## config.mk

```make
export PLATFORM = sky130hd
export DESIGN_NAME = capacity_timeline_scheduler
export DESIGN_NICKNAME = d
export VERILOG_FILES = /design/src/cts_pkg.sv /design/src/capacity_timeline_scheduler.sv
export SDC_FILE = /design/constraint.sdc
export NUM_CORES = 2
export LEC_CHECK = 0
export ABC_CLOCK_PERIOD_IN_PS = 18300
export BUFFER_PORTS_ARGS = -buffer_cell sky130_fd_sc_hd__buf_4
export CAP_MARGIN = 40
export CORE_ASPECT_RATIO = 0.7
export CORE_MARGIN = 5
export CORE_UTILIZATION = 60
export CTS_CLUSTER_SIZE = 16
export DETAILED_ROUTE_END_ITERATION = 10
export PLACE_DENSITY = 0.76
export SLEW_MARGIN = 10
export SYNTH_ARGS = -nofsm -noshare
export SYNTH_HDL_FRONTEND = slang
export SYNTH_SLANG_ARGS = --single-unit
```

## constraint.sdc

```tcl
create_clock -name clock -period 18.3 [get_ports clock]
set_clock_uncertainty 0.05 [all_clocks]
set_input_delay 3.66 -clock clock [delete_from_list [all_inputs] [get_ports clock]]
set_output_delay 3.66 -clock clock [all_outputs]
set_load 0.02 [all_outputs]
```

## src/cts_pkg.sv

```systemverilog
// Shared types and constants for the capacity timeline scheduler.
// Depends on nothing; used by capacity_timeline_scheduler.
package cts_pkg;

   // Default table depth and time width.
   localparam int MAX_INTERVALS_DEF = 64;
   localparam int TIME_BITS_DEF     = 32;

   // Width of a usage count and of the capacity register.
   localparam int UTIL_BITS = 16;

   // Response status codes.
   typedef enum logic [1:0] {
      STATUS_OK     = 2'd0,
      STATUS_NO_FIT = 2'd1,
      STATUS_FULL   = 2'd2,
      STATUS_BOUNDS = 2'd3
   } status_type;

   // Sequencer states.
   typedef enum logic [3:0] {
      ST_INIT,
      ST_IDLE,
      ST_SCAN_I,
      ST_SCAN_K,
      ST_FIT,
      ST_SHIFT,
      ST_SPLIT_HI,
      ST_SPLIT_LO,
      ST_CSCAN,
      ST_CCHECK,
      ST_MERGE,
      ST_DONE
   } state_type;

endpackage

```

## src/capacity_timeline_scheduler.sv

```systemverilog
// Capacity timeline scheduler: interval table, sequencer and response register.
// Depends on cts_pkg.
//
// The block keeps a sorted table of contiguous intervals covering [0, infinity) in a
// single-port-read, single-port-write memory of MAX_INTERVALS words; each word holds an
// interval's end tick and usage, and an interval begins where the one below it ends.
// A request is taken only while the sequencer is idle, and its response is registered so
// the next request can be accepted while the response still waits. A schedule request
// walks the table one entry per cycle from each candidate interval in turn;
// a successful schedule then moves the upper part of the table, one entry per cycle, and
// writes up to two split entries. A complete request makes one pass over the table to
// find its bounds and a second pass to subtract the usage and merge idle intervals.
// Every walk reads through the one memory read port. After reset the block writes the
// initial interval in its init state before it accepts requests.
module capacity_timeline_scheduler #(
   parameter int MAX_INTERVALS = cts_pkg::MAX_INTERVALS_DEF,
   parameter int TIME_BITS     = cts_pkg::TIME_BITS_DEF
) (
   input  logic                           clock,
   input  logic                           reset,
   input  logic                           req_valid,
   output logic                           req_ready,
   input  logic                           req_mode,
   input  logic [cts_pkg::UTIL_BITS-1:0]  req_util,
   input  logic [TIME_BITS-1:0]           req_start_time,
   input  logic [TIME_BITS-1:0]           req_duration,
   input  logic [TIME_BITS-1:0]           req_finish_time,
   output logic                           rsp_valid,
   input  logic                           rsp_ready,
   output logic [TIME_BITS-1:0]           rsp_granted_start,
   output logic [1:0]                     rsp_status,
   input  logic                           csr_we,
   input  logic [cts_pkg::UTIL_BITS-1:0]  csr_wdata
);

   localparam int UB = cts_pkg::UTIL_BITS;
   localparam int IW = $clog2(MAX_INTERVALS);
   localparam int CW = $clog2(MAX_INTERVALS + 1);
   localparam int WW = TIME_BITS + UB;
   localparam logic [TIME_BITS-1:0] TIME_INF = {TIME_BITS{1'b1}};
   localparam logic [CW-1:0] ONE_C = CW'(1);
   localparam logic [CW:0]   MAX_C = (CW + 1)'(MAX_INTERVALS);

   // Interval table memory.
   logic [WW-1:0] mem [MAX_INTERVALS];
   logic [WW-1:0] rd_q_ff;
   logic [IW-1:0] rd_addr;
   logic          wr_en;
   logic [IW-1:0] wr_addr;
   logic [WW-1:0] wr_data;

   always_ff @(posedge clock) begin
      if (wr_en) begin
         mem[wr_addr] <= wr_data;
      end
      rd_q_ff <= mem[rd_addr];
   end

   logic [TIME_BITS-1:0] q_end;
   logic [UB-1:0]        q_use;
   assign q_end = rd_q_ff[WW-1:UB];
   assign q_use = rd_q_ff[UB-1:0];

   // Control and working registers.
   cts_pkg::state_type   state_ff, state_in;
   logic [CW-1:0]        n_ff, n_in;
   logic [UB-1:0]        cap_ff, cap_in;
   logic [UB-1:0]        util_ff, util_in;
   logic [TIME_BITS-1:0] st_ff, st_in;
   logic [TIME_BITS-1:0] dur_ff, dur_in;
   logic [TIME_BITS-1:0] fin_ff, fin_in;
   logic [CW-1:0]        i_ff, i_in;
   logic [CW-1:0]        k_ff, k_in;
   logic [CW-1:0]        j_ff, j_in;
   logic [CW-1:0]        m_ff, m_in;
   logic [CW-1:0]        a_ff, a_in;
   logic [CW-1:0]        b_ff, b_in;
   logic                 fa_ff, fa_in;
   logic                 fb_ff, fb_in;
   logic [TIME_BITS-1:0] beg_i_ff, beg_i_in;
   logic [TIME_BITS-1:0] end_i_ff, end_i_in;
   logic [UB-1:0]        use_i_ff, use_i_in;
   logic [TIME_BITS-1:0] end_k_ff, end_k_in;
   logic [UB-1:0]        use_k_ff, use_k_in;
   logic [TIME_BITS-1:0] s_ff, s_in;
   logic [TIME_BITS-1:0] f_ff, f_in;
   logic [UB-1:0]        peak_ff, peak_in;
   logic                 a1_ff, a1_in;
   logic                 a2_ff, a2_in;
   logic [TIME_BITS-1:0] prev_end_ff, prev_end_in;
   logic [UB-1:0]        last_use_ff, last_use_in;
   logic [TIME_BITS-1:0] res_grant_ff, res_grant_in;
   cts_pkg::status_type  res_status_ff, res_status_in;
   logic                 rsp_valid_ff, rsp_valid_in;
   logic [TIME_BITS-1:0] rsp_grant_ff, rsp_grant_in;
   cts_pkg::status_type  rsp_status_ff, rsp_status_in;

   // Control state with reset.
   always_ff @(posedge clock) begin
      if (reset) begin
         state_ff     <= cts_pkg::ST_INIT;
         n_ff         <= ONE_C;
         cap_ff       <= UB'(1);
         rsp_valid_ff <= 1'b0;
      end else begin
         state_ff     <= state_in;
         n_ff         <= n_in;
         cap_ff       <= cap_in;
         rsp_valid_ff <= rsp_valid_in;
      end
   end

   // Working registers, no reset needed.
   always_ff @(posedge clock) begin
      util_ff       <= util_in;
      st_ff         <= st_in;
      dur_ff        <= dur_in;
      fin_ff        <= fin_in;
      i_ff          <= i_in;
      k_ff          <= k_in;
      j_ff          <= j_in;
      m_ff          <= m_in;
      a_ff          <= a_in;
      b_ff          <= b_in;
      fa_ff         <= fa_in;
      fb_ff         <= fb_in;
      beg_i_ff      <= beg_i_in;
      end_i_ff      <= end_i_in;
      use_i_ff      <= use_i_in;
      end_k_ff      <= end_k_in;
      use_k_ff      <= use_k_in;
      s_ff          <= s_in;
      f_ff          <= f_in;
      peak_ff       <= peak_in;
      a1_ff         <= a1_in;
      a2_ff         <= a2_in;
      prev_end_ff   <= prev_end_in;
      last_use_ff   <= last_use_in;
      res_grant_ff  <= res_grant_in;
      res_status_ff <= res_status_in;
      rsp_grant_ff  <= rsp_grant_in;
      rsp_status_ff <= rsp_status_in;
   end

   // Shared helper values.
   logic [TIME_BITS-1:0] cand_s;
   logic [TIME_BITS-1:0] cand_f;
   logic [UB:0]          need;
   logic [CW:0]          grown;
   logic [CW-1:0]        shift_amt;
   logic [UB-1:0]        sub_use;
   logic [CW-1:0]        i_next, k_next, j_next, j_prev;

   assign cand_s    = (st_ff > beg_i_ff) ? st_ff : beg_i_ff;
   assign cand_f    = cand_s + dur_ff;
   assign need      = {1'b0, peak_ff} + {1'b0, util_ff};
   assign grown     = {1'b0, n_ff} + (CW + 1)'(a1_ff) + (CW + 1)'(a2_ff);
   assign shift_amt = CW'(a1_ff) + ((j_ff > k_ff) ? CW'(a2_ff) : '0);
   assign sub_use   = (q_use > util_ff) ? (q_use - util_ff) : '0;
   assign i_next    = i_ff + ONE_C;
   assign k_next    = k_ff + ONE_C;
   assign j_next    = j_ff + ONE_C;
   assign j_prev    = j_ff - ONE_C;

   // Sequencer: next state, memory access and working register updates.
   always_comb begin
      state_in      = state_ff;
      n_in          = n_ff;
      cap_in        = csr_we ? csr_wdata : cap_ff;
      util_in       = util_ff;
      st_in         = st_ff;
      dur_in        = dur_ff;
      fin_in        = fin_ff;
      i_in          = i_ff;
      k_in          = k_ff;
      j_in          = j_ff;
      m_in          = m_ff;
      a_in          = a_ff;
      b_in          = b_ff;
      fa_in         = fa_ff;
      fb_in         = fb_ff;
      beg_i_in      = beg_i_ff;
      end_i_in      = end_i_ff;
      use_i_in      = use_i_ff;
      end_k_in      = end_k_ff;
      use_k_in      = use_k_ff;
      s_in          = s_ff;
      f_in          = f_ff;
      peak_in       = peak_ff;
      a1_in         = a1_ff;
      a2_in         = a2_ff;
      prev_end_in   = prev_end_ff;
      last_use_in   = last_use_ff;
      res_grant_in  = res_grant_ff;
      res_status_in = res_status_ff;
      rsp_valid_in  = rsp_valid_ff & ~rsp_ready;
      rsp_grant_in  = rsp_grant_ff;
      rsp_status_in = rsp_status_ff;
      rd_addr       = '0;
      wr_en         = 1'b0;
      wr_addr       = '0;
      wr_data       = '0;
      req_ready     = 1'b0;

      unique case (state_ff)
         // Write the single initial interval after reset.
         cts_pkg::ST_INIT: begin
            wr_en    = 1'b1;
            wr_data  = {TIME_INF, UB'(0)};
            n_in     = ONE_C;
            state_in = cts_pkg::ST_IDLE;
         end

         // Take a request and start the matching walk, or finish at once on an empty or reversed complete.
         cts_pkg::ST_IDLE: begin
            req_ready = 1'b1;
            if (req_valid) begin
               util_in      = req_util;
               st_in        = req_start_time;
               dur_in       = req_duration;
               fin_in       = req_finish_time;
               res_grant_in = '0;
               i_in         = '0;
               j_in         = '0;
               beg_i_in     = '0;
               prev_end_in  = '0;
               fa_in        = 1'b0;
               fb_in        = 1'b0;
               if (!req_mode) begin
                  state_in = cts_pkg::ST_SCAN_I;
               end else if (req_finish_time == req_start_time) begin
                  res_status_in = cts_pkg::STATUS_OK;
                  state_in      = cts_pkg::ST_DONE;
               end else if (req_finish_time < req_start_time) begin
                  res_status_in = cts_pkg::STATUS_BOUNDS;
                  state_in      = cts_pkg::ST_DONE;
               end else begin
                  state_in = cts_pkg::ST_CSCAN;
               end
            end
         end

         // Candidate interval i has arrived from memory.
         cts_pkg::ST_SCAN_I: begin
            if (i_ff == n_ff) begin
               res_status_in = cts_pkg::STATUS_NO_FIT;
               state_in      = cts_pkg::ST_DONE;
            end else if (q_end <= st_ff) begin
               i_in     = i_next;
               beg_i_in = q_end;
               rd_addr  = i_next[IW-1:0];
            end else begin
               // The start sits in this interval; check overflow of the finish.
               if (dur_ff > (TIME_INF - ((st_ff > beg_i_ff) ? st_ff : beg_i_ff))) begin
                  res_status_in = cts_pkg::STATUS_NO_FIT;
                  state_in      = cts_pkg::ST_DONE;
               end else begin
                  s_in     = cand_s;
                  f_in     = cand_f;
                  end_i_in = q_end;
                  use_i_in = q_use;
                  peak_in  = q_use;
                  k_in     = i_ff;
                  end_k_in = q_end;
                  use_k_in = q_use;
                  if (cand_f <= q_end) begin
                     state_in = cts_pkg::ST_FIT;
                  end else begin
                     k_in     = i_next;
                     rd_addr  = i_next[IW-1:0];
                     state_in = cts_pkg::ST_SCAN_K;
                  end
               end
            end
         end

         // Walk the window for the peak usage.
         cts_pkg::ST_SCAN_K: begin
            if (k_ff == n_ff) begin
               res_status_in = cts_pkg::STATUS_NO_FIT;
               state_in      = cts_pkg::ST_DONE;
            end else begin
               peak_in  = (q_use > peak_ff) ? q_use : peak_ff;
               end_k_in = q_end;
               use_k_in = q_use;
               if (f_ff <= q_end) begin
                  state_in = cts_pkg::ST_FIT;
               end else begin
                  k_in    = k_next;
                  rd_addr = k_next[IW-1:0];
               end
            end
         end

         // Capacity check, then either commit or try the next interval.
         cts_pkg::ST_FIT: begin
            if (need <= {1'b0, cap_ff}) begin
               if (dur_ff == '0) begin
                  res_grant_in  = s_ff;
                  res_status_in = cts_pkg::STATUS_OK;
                  state_in      = cts_pkg::ST_DONE;
               end else begin
                  a1_in = (s_ff > beg_i_ff);
                  a2_in = (f_ff < end_k_ff);
                  if (({1'b0, n_ff} + (CW + 1)'(s_ff > beg_i_ff)
                       + (CW + 1)'(f_ff < end_k_ff)) > MAX_C) begin
                     res_status_in = cts_pkg::STATUS_FULL;
                     state_in      = cts_pkg::ST_DONE;
                  end else begin
                     j_in     = n_ff - ONE_C;
                     rd_addr  = IW'(n_ff - ONE_C);
                     state_in = cts_pkg::ST_SHIFT;
                  end
               end
            end else begin
               i_in     = i_next;
               beg_i_in = end_i_ff;
               rd_addr  = i_next[IW-1:0];
               state_in = cts_pkg::ST_SCAN_I;
            end
         end

         // Move entries up from the top, adding the usage inside the window.
         cts_pkg::ST_SHIFT: begin
            wr_en   = 1'b1;
            wr_addr = IW'(j_ff + shift_amt);
            if (j_ff > k_ff) begin
               wr_data = rd_q_ff;
            end else if (j_ff == k_ff) begin
               wr_data = {f_ff, UB'(q_use + util_ff)};
            end else begin
               wr_data = {q_end, UB'(q_use + util_ff)};
            end
            if (j_ff == i_ff) begin
               state_in = cts_pkg::ST_SPLIT_HI;
            end else begin
               j_in    = j_prev;
               rd_addr = j_prev[IW-1:0];
            end
         end

         // Remainder of the last interval past the finish.
         cts_pkg::ST_SPLIT_HI: begin
            wr_en    = a2_ff;
            wr_addr  = IW'(k_ff + CW'(a1_ff) + ONE_C);
            wr_data  = {end_k_ff, use_k_ff};
            state_in = cts_pkg::ST_SPLIT_LO;
         end

         // Part of the first interval before the start.
         cts_pkg::ST_SPLIT_LO: begin
            wr_en         = a1_ff;
            wr_addr       = i_ff[IW-1:0];
            wr_data       = {s_ff, use_i_ff};
            n_in          = grown[CW-1:0];
            res_grant_in  = s_ff;
            res_status_in = cts_pkg::STATUS_OK;
            state_in      = cts_pkg::ST_DONE;
         end

         // Find the intervals bounding a completed task.
         cts_pkg::ST_CSCAN: begin
            if (j_ff == n_ff) begin
               state_in = cts_pkg::ST_CCHECK;
            end else begin
               if (!fa_ff && prev_end_ff == st_ff) begin
                  fa_in = 1'b1;
                  a_in  = j_ff;
               end
               if (!fb_ff && q_end == fin_ff) begin
                  fb_in = 1'b1;
                  b_in  = j_ff;
               end
               prev_end_in = q_end;
               j_in        = j_next;
               rd_addr     = j_next[IW-1:0];
            end
         end

         cts_pkg::ST_CCHECK: begin
            if (!fa_ff || !fb_ff || (b_ff < a_ff)) begin
               res_status_in = cts_pkg::STATUS_BOUNDS;
               state_in      = cts_pkg::ST_DONE;
            end else begin
               j_in     = '0;
               m_in     = '0;
               state_in = cts_pkg::ST_MERGE;
            end
         end

         // Subtract the usage and fold runs of idle intervals in place.
         cts_pkg::ST_MERGE: begin
            if (j_ff == n_ff) begin
               n_in          = m_ff;
               res_status_in = cts_pkg::STATUS_OK;
               state_in      = cts_pkg::ST_DONE;
            end else begin
               wr_en = 1'b1;
               if ((j_ff >= a_ff) && (j_ff <= b_ff)) begin
                  if ((m_ff != '0) && (sub_use == '0) && (last_use_ff == '0)) begin
                     wr_addr = IW'(m_ff - ONE_C);
                     wr_data = {q_end, UB'(0)};
                  end else begin
                     wr_addr     = m_ff[IW-1:0];
                     wr_data     = {q_end, sub_use};
                     m_in        = m_ff + ONE_C;
                     last_use_in = sub_use;
                  end
               end else begin
                  if ((m_ff != '0) && (q_use == '0) && (last_use_ff == '0)) begin
                     wr_addr = IW'(m_ff - ONE_C);
                     wr_data = {q_end, UB'(0)};
                  end else begin
                     wr_addr     = m_ff[IW-1:0];
                     wr_data     = rd_q_ff;
                     m_in        = m_ff + ONE_C;
                     last_use_in = q_use;
                  end
               end
               j_in    = j_next;
               rd_addr = j_next[IW-1:0];
            end
         end

         // Hand the response to the output register once it is free.
         cts_pkg::ST_DONE: begin
            if (!rsp_valid_ff || rsp_ready) begin
               rsp_valid_in  = 1'b1;
               rsp_grant_in  = res_grant_ff;
               rsp_status_in = res_status_ff;
               state_in      = cts_pkg::ST_IDLE;
            end
         end

         default: begin
            state_in = cts_pkg::ST_IDLE;
         end
      endcase
   end

   assign rsp_valid         = rsp_valid_ff;
   assign rsp_granted_start = rsp_grant_ff;
   assign rsp_status        = rsp_status_ff;

`ifndef SYNTHESIS
   // The table never holds zero intervals nor more than its depth.
   a_count_range: assert property (@(posedge clock) disable iff (reset)
      (n_ff != '0) && (n_ff <= CW'(MAX_INTERVALS)))
      else $error("interval count out of range");

   // A failed request never grants a start.
   a_fail_no_grant: assert property (@(posedge clock) disable iff (reset)
      (rsp_valid && (rsp_status != cts_pkg::STATUS_OK)) |-> (rsp_granted_start == '0))
      else $error("granted start on a failed request");

   // In the cycle after a request is taken the block is not ready.
   a_busy_after_accept: assert property (@(posedge clock) disable iff (reset)
      (req_valid && req_ready) |=> !req_ready)
      else $error("request accepted while busy");

   // A new response is loaded only from the done state.
   a_rsp_from_done: assert property (@(posedge clock) disable iff (reset)
      ($rose(rsp_valid)) |-> ($past(state_ff) == cts_pkg::ST_DONE))
      else $error("response loaded outside the done state");
`endif

endmodule

```

==> results.ini <==
[synthesis]
synth_edf_count = 3554
synth_nets = 10178
async_reset_ff_frac = 0
synthesis.area_um2 = 150000
ys_ff_latch = 3630
synthCells = 9661
synthMuxAreaShare = 0.0695
ys_warn_count = 0
synthXorXnorAreaFrac = 0.0118
synthSimpleGateAreaFrac = 0.0910
synth.distinct_cells = 87
synth_compound_area_frac = 0.0511
synth_top_family_by_area = simple AND/OR/NAND/NOR gates
seq_area_frac_synth = 0.721
synthAdderAreaFrac = 0.0323
synth.avg_cell_area_um2 = 15.5
synth-main-ff-cell = edfxtp_1

[critical_path]
cp-start-kind = flip-flop
critPathMaxStageDelay_ns = 0.81
worst-r2r-setup-slack_ns = 4.82
worstPathRequired_ns = 19.03
crit_type = reg2reg
reg2reg_from = st_ff[2]
rr_worst_depth = 46
regToRegEndpoint = rd_q_ff[3]
slowest_stage = a2111oi_4
crit_fanout = 62
arrival_ns = 14.20
critPathCaptureType = flip-flop

[drt]
finalWirelength_um = 465000
routedWlPerCell_um = 34.2
ant_nets = 0
dr.pass1.iters = 8
route.detailed.drc = 0
drtIter0Drc = 17169
dr_total_vias = 94394
via_per_inst = 6.95

[power]
power_mw = 29.3
power_density_nw_per_um2 = 173
p_leak_nw = 58.0
max-vdd-ir-drop_v = 0.000236

[sta]
tightest_slew_ns = 1.13
period_minus_slack_ns = 13.48
slew-limit-headroom = 0.248
rsz0062_at_grt = false
setup_viol = 0
fmax_mhz = 74.2
post-route-period-util = 0.736
maxSlewViolCount = 0
hold_viol = 0
tns_ns = 0

[global_routing]
track_usage = 0.350
grt_pass1_vias = 90414
antenna_found_initial = 19
grt-ovfl-total = 0
grt_max_degree = 183
grt_pass1_wl_um = 657000

[final_layout]
nFillCells = 15588
drive_gt1_frac = 0.149
final_util = 0.679
final_cells = 13587
syn2layout_area_growth_pct = 12.4
finalNetCount = 10506
fin_area_um2 = 169000

[placed_design]
placed_cells = 12973
dp_hpwl_um = 273000
placed_area_um2 = 158000
portBuffers = 169
place.gp.congestion = 0.953

[clocking]
clk_latency_ns = 0.91
cts.sinks = 3630
htreeDepth = 5
cts_tree = yes
clkTransAtPathRegs_ns = 0.07
cts_resized = 0
cts_hold_buf = 0
cts_inserted_buffers = 332
clk_path_buf_depth = 4
cts-root-buf = clkbuf_16
cts_setup_buffers = 0

[min_path]
min_path_type = reg2reg
hold_end = rsp_granted_start[1]
hp-start = res_grant_ff[1]
min_path_cells = 0

[floorplan]
core.rowCount = 153
die_h_um = 429
start_util = 0.604
die_width_um = 608
core_um2 = 249000
dieArea_um2 = 261000
io_pins = 170

[outcome]
status = completed

[flow_run]
maxCapViolations = 0

how the worst max path moves through the flow:
stage          startpoint         end  slack [ns]  cells past startpoint
5_1_grt          st_ff[2]  rd_q_ff[3]        4.19                     46
6_report         st_ff[2]  rd_q_ff[3]        4.82                     46
2_1_floorplan     j_ff[0]  mem[43][0]        9.06                     25
3_3_place_gp     st_ff[2]  rd_q_ff[2]        5.42                     46
4_1_cts          st_ff[2]  rd_q_ff[3]        5.32                     46
3_5_place_dp     st_ff[2]  rd_q_ff[3]        5.38                     46
registers in the layout (all words and copies together), names as in the netlist, 32 cells and up:
signal and cells:
mem 3072, rd_q_ff 48, beg_i_ff 32, dur_ff 32, end_i_ff 32, end_k_ff 32
f_ff 32, fin_ff 32, prev_end_ff 32, res_grant_ff 32, rsp_granted_start 32, s_ff 32
st_ff 32
metal layers:
metal,share of wire,vias to the layer above,global-route usage
li1,-,38051,-
met1,0.36,46834,0.510
met2,0.42,8244,0.486
met3,0.18,1249,0.137
met4,0.042,16,0.122
met5,0.00023,-,0
placed cells by master (no fill, tap or decap), types with 45 or more instances in the layout:
master / Yosys / routed
xnor2_1: 96 / 96
buf_12: 0 / 64
nand3_1: 538 / 538
a22oi_1: 154 / 154
nor3_1: 81 / 61
clkbuf_1: 221 / 84
o21ai_0: 142 / 137
nand2_1: 1580 / 1570
edfxtp_1: 3554 / 3554
buf_4: 41 / 386
nand4_1: 329 / 329
mux2i_1: 169 / 169
nor2_1: 221 / 158
nor4_1: 50 / 45
clkinv_1: 0 / 49
inv_1: 294 / 292
xor2_1: 106 / 106
a21oi_1: 187 / 186
mux4_2: 385 / 385
a31oi_1: 59 / 59
ha_1: 376 / 376
a21o_1: 57 / 57
or3_1: 57 / 57
a32oi_1: 146 / 146
nor2_4: 0 / 62
dfxtp_1: 76 / 75
clkbuf_16: 0 / 335
cell usage after synthesis, types with 27 or more instances:
cell | n | share of area
edfxtp_1 | 3554 | 0.71
xnor2_1 | 96 | 0.0056
a22o_1 | 37 | 0.0022
a32oi_1 | 146 | 0.0085
o21ai_0 | 142 | 0.0047
buf_4 | 41 | 0.0020
nor4_1 | 50 | 0.0021
a21oi_1 | 187 | 0.0062
or3_1 | 57 | 0.0024
a21o_1 | 57 | 0.0028
clkbuf_1 | 221 | 0.0055
nand3_1 | 538 | 0.018
a221o_1 | 68 | 0.0045
xor2_1 | 106 | 0.0062
ha_1 | 376 | 0.031
mux4_2 | 385 | 0.058
nand4_1 | 329 | 0.014
nor2b_1 | 36 | 0.0015
nor3_1 | 81 | 0.0027
buf_1 | 27 | 0.00067
inv_1 | 294 | 0.0073
and2_1 | 45 | 0.0019
mux2i_1 | 169 | 0.011
nor2_1 | 221 | 0.0055
o21a_1 | 34 | 0.0017
a22oi_1 | 154 | 0.0077
nand2_1 | 1580 | 0.039
buf_2 | 200 | 0.0067
dfxtp_1 | 76 | 0.010
a31oi_1 | 59 | 0.0025
nand2b_1 | 32 | 0.0013
final cells by class:
| class | count | area [µm²] | area share |
|---|---|---|---|
| inverter | 294 | 1110 | 0.00655 |
| multi-input combinational | 5229 | 39200 | 0.232 |
| tap | 3332 | 4170 | 0.0247 |
| clock inverter | 150 | 1680 | 0.00993 |
| timing repair buffer | 502 | 5360 | 0.0318 |
| sequential | 3630 | 108000 | 0.641 |
| antenna | 4 | 10.0 | 0.0000593 |
| clock buffer | 446 | 9070 | 0.0537 |
where the power goes:
part	switching (mW)	total, mW	internal [mW]
Combinational	7.53	11.0	3.50
Clock	3.07	7.01	3.95
Sequential	0.355	11.2	10.9
cells by family (layout without fill, tap and decap cells):
kind of cell / count (synthesis) / in the layout
AO/OA/AOI/OAI: 1065 / 1065
XOR/XNOR: 202 / 202
adder cells (fa/ha/maj): 383 / 383
buffers and inverters: 802 / 1392
flip-flops: 3630 / 3630
multiplexers: 560 / 560
other: 0 / 4
AND/OR/NAND/NOR: 3019 / 3019
metrics by stage:
stage,worst slack [ns],hold slack (ns)
after floorplan,9.06,0.350
after global placement,5.42,0.355
after detailed placement,5.38,0.355
after CTS,5.32,0.368
after global routing,4.19,0.369
final,4.82,0.364
critical path, delay by kind of cell (launching register included):
family,cells,cell delay [ns]
xor gates and xnor gates,1,0.15
AOI/OAI and AO/OA,19,4.94
DFF,1,0.45
muxes,2,0.93
adders and majority gates,5,1.49
buffers and inverters,5,2.02
and+or+nand+nor,14,3.17
Power figures use the tool's default switching activity.
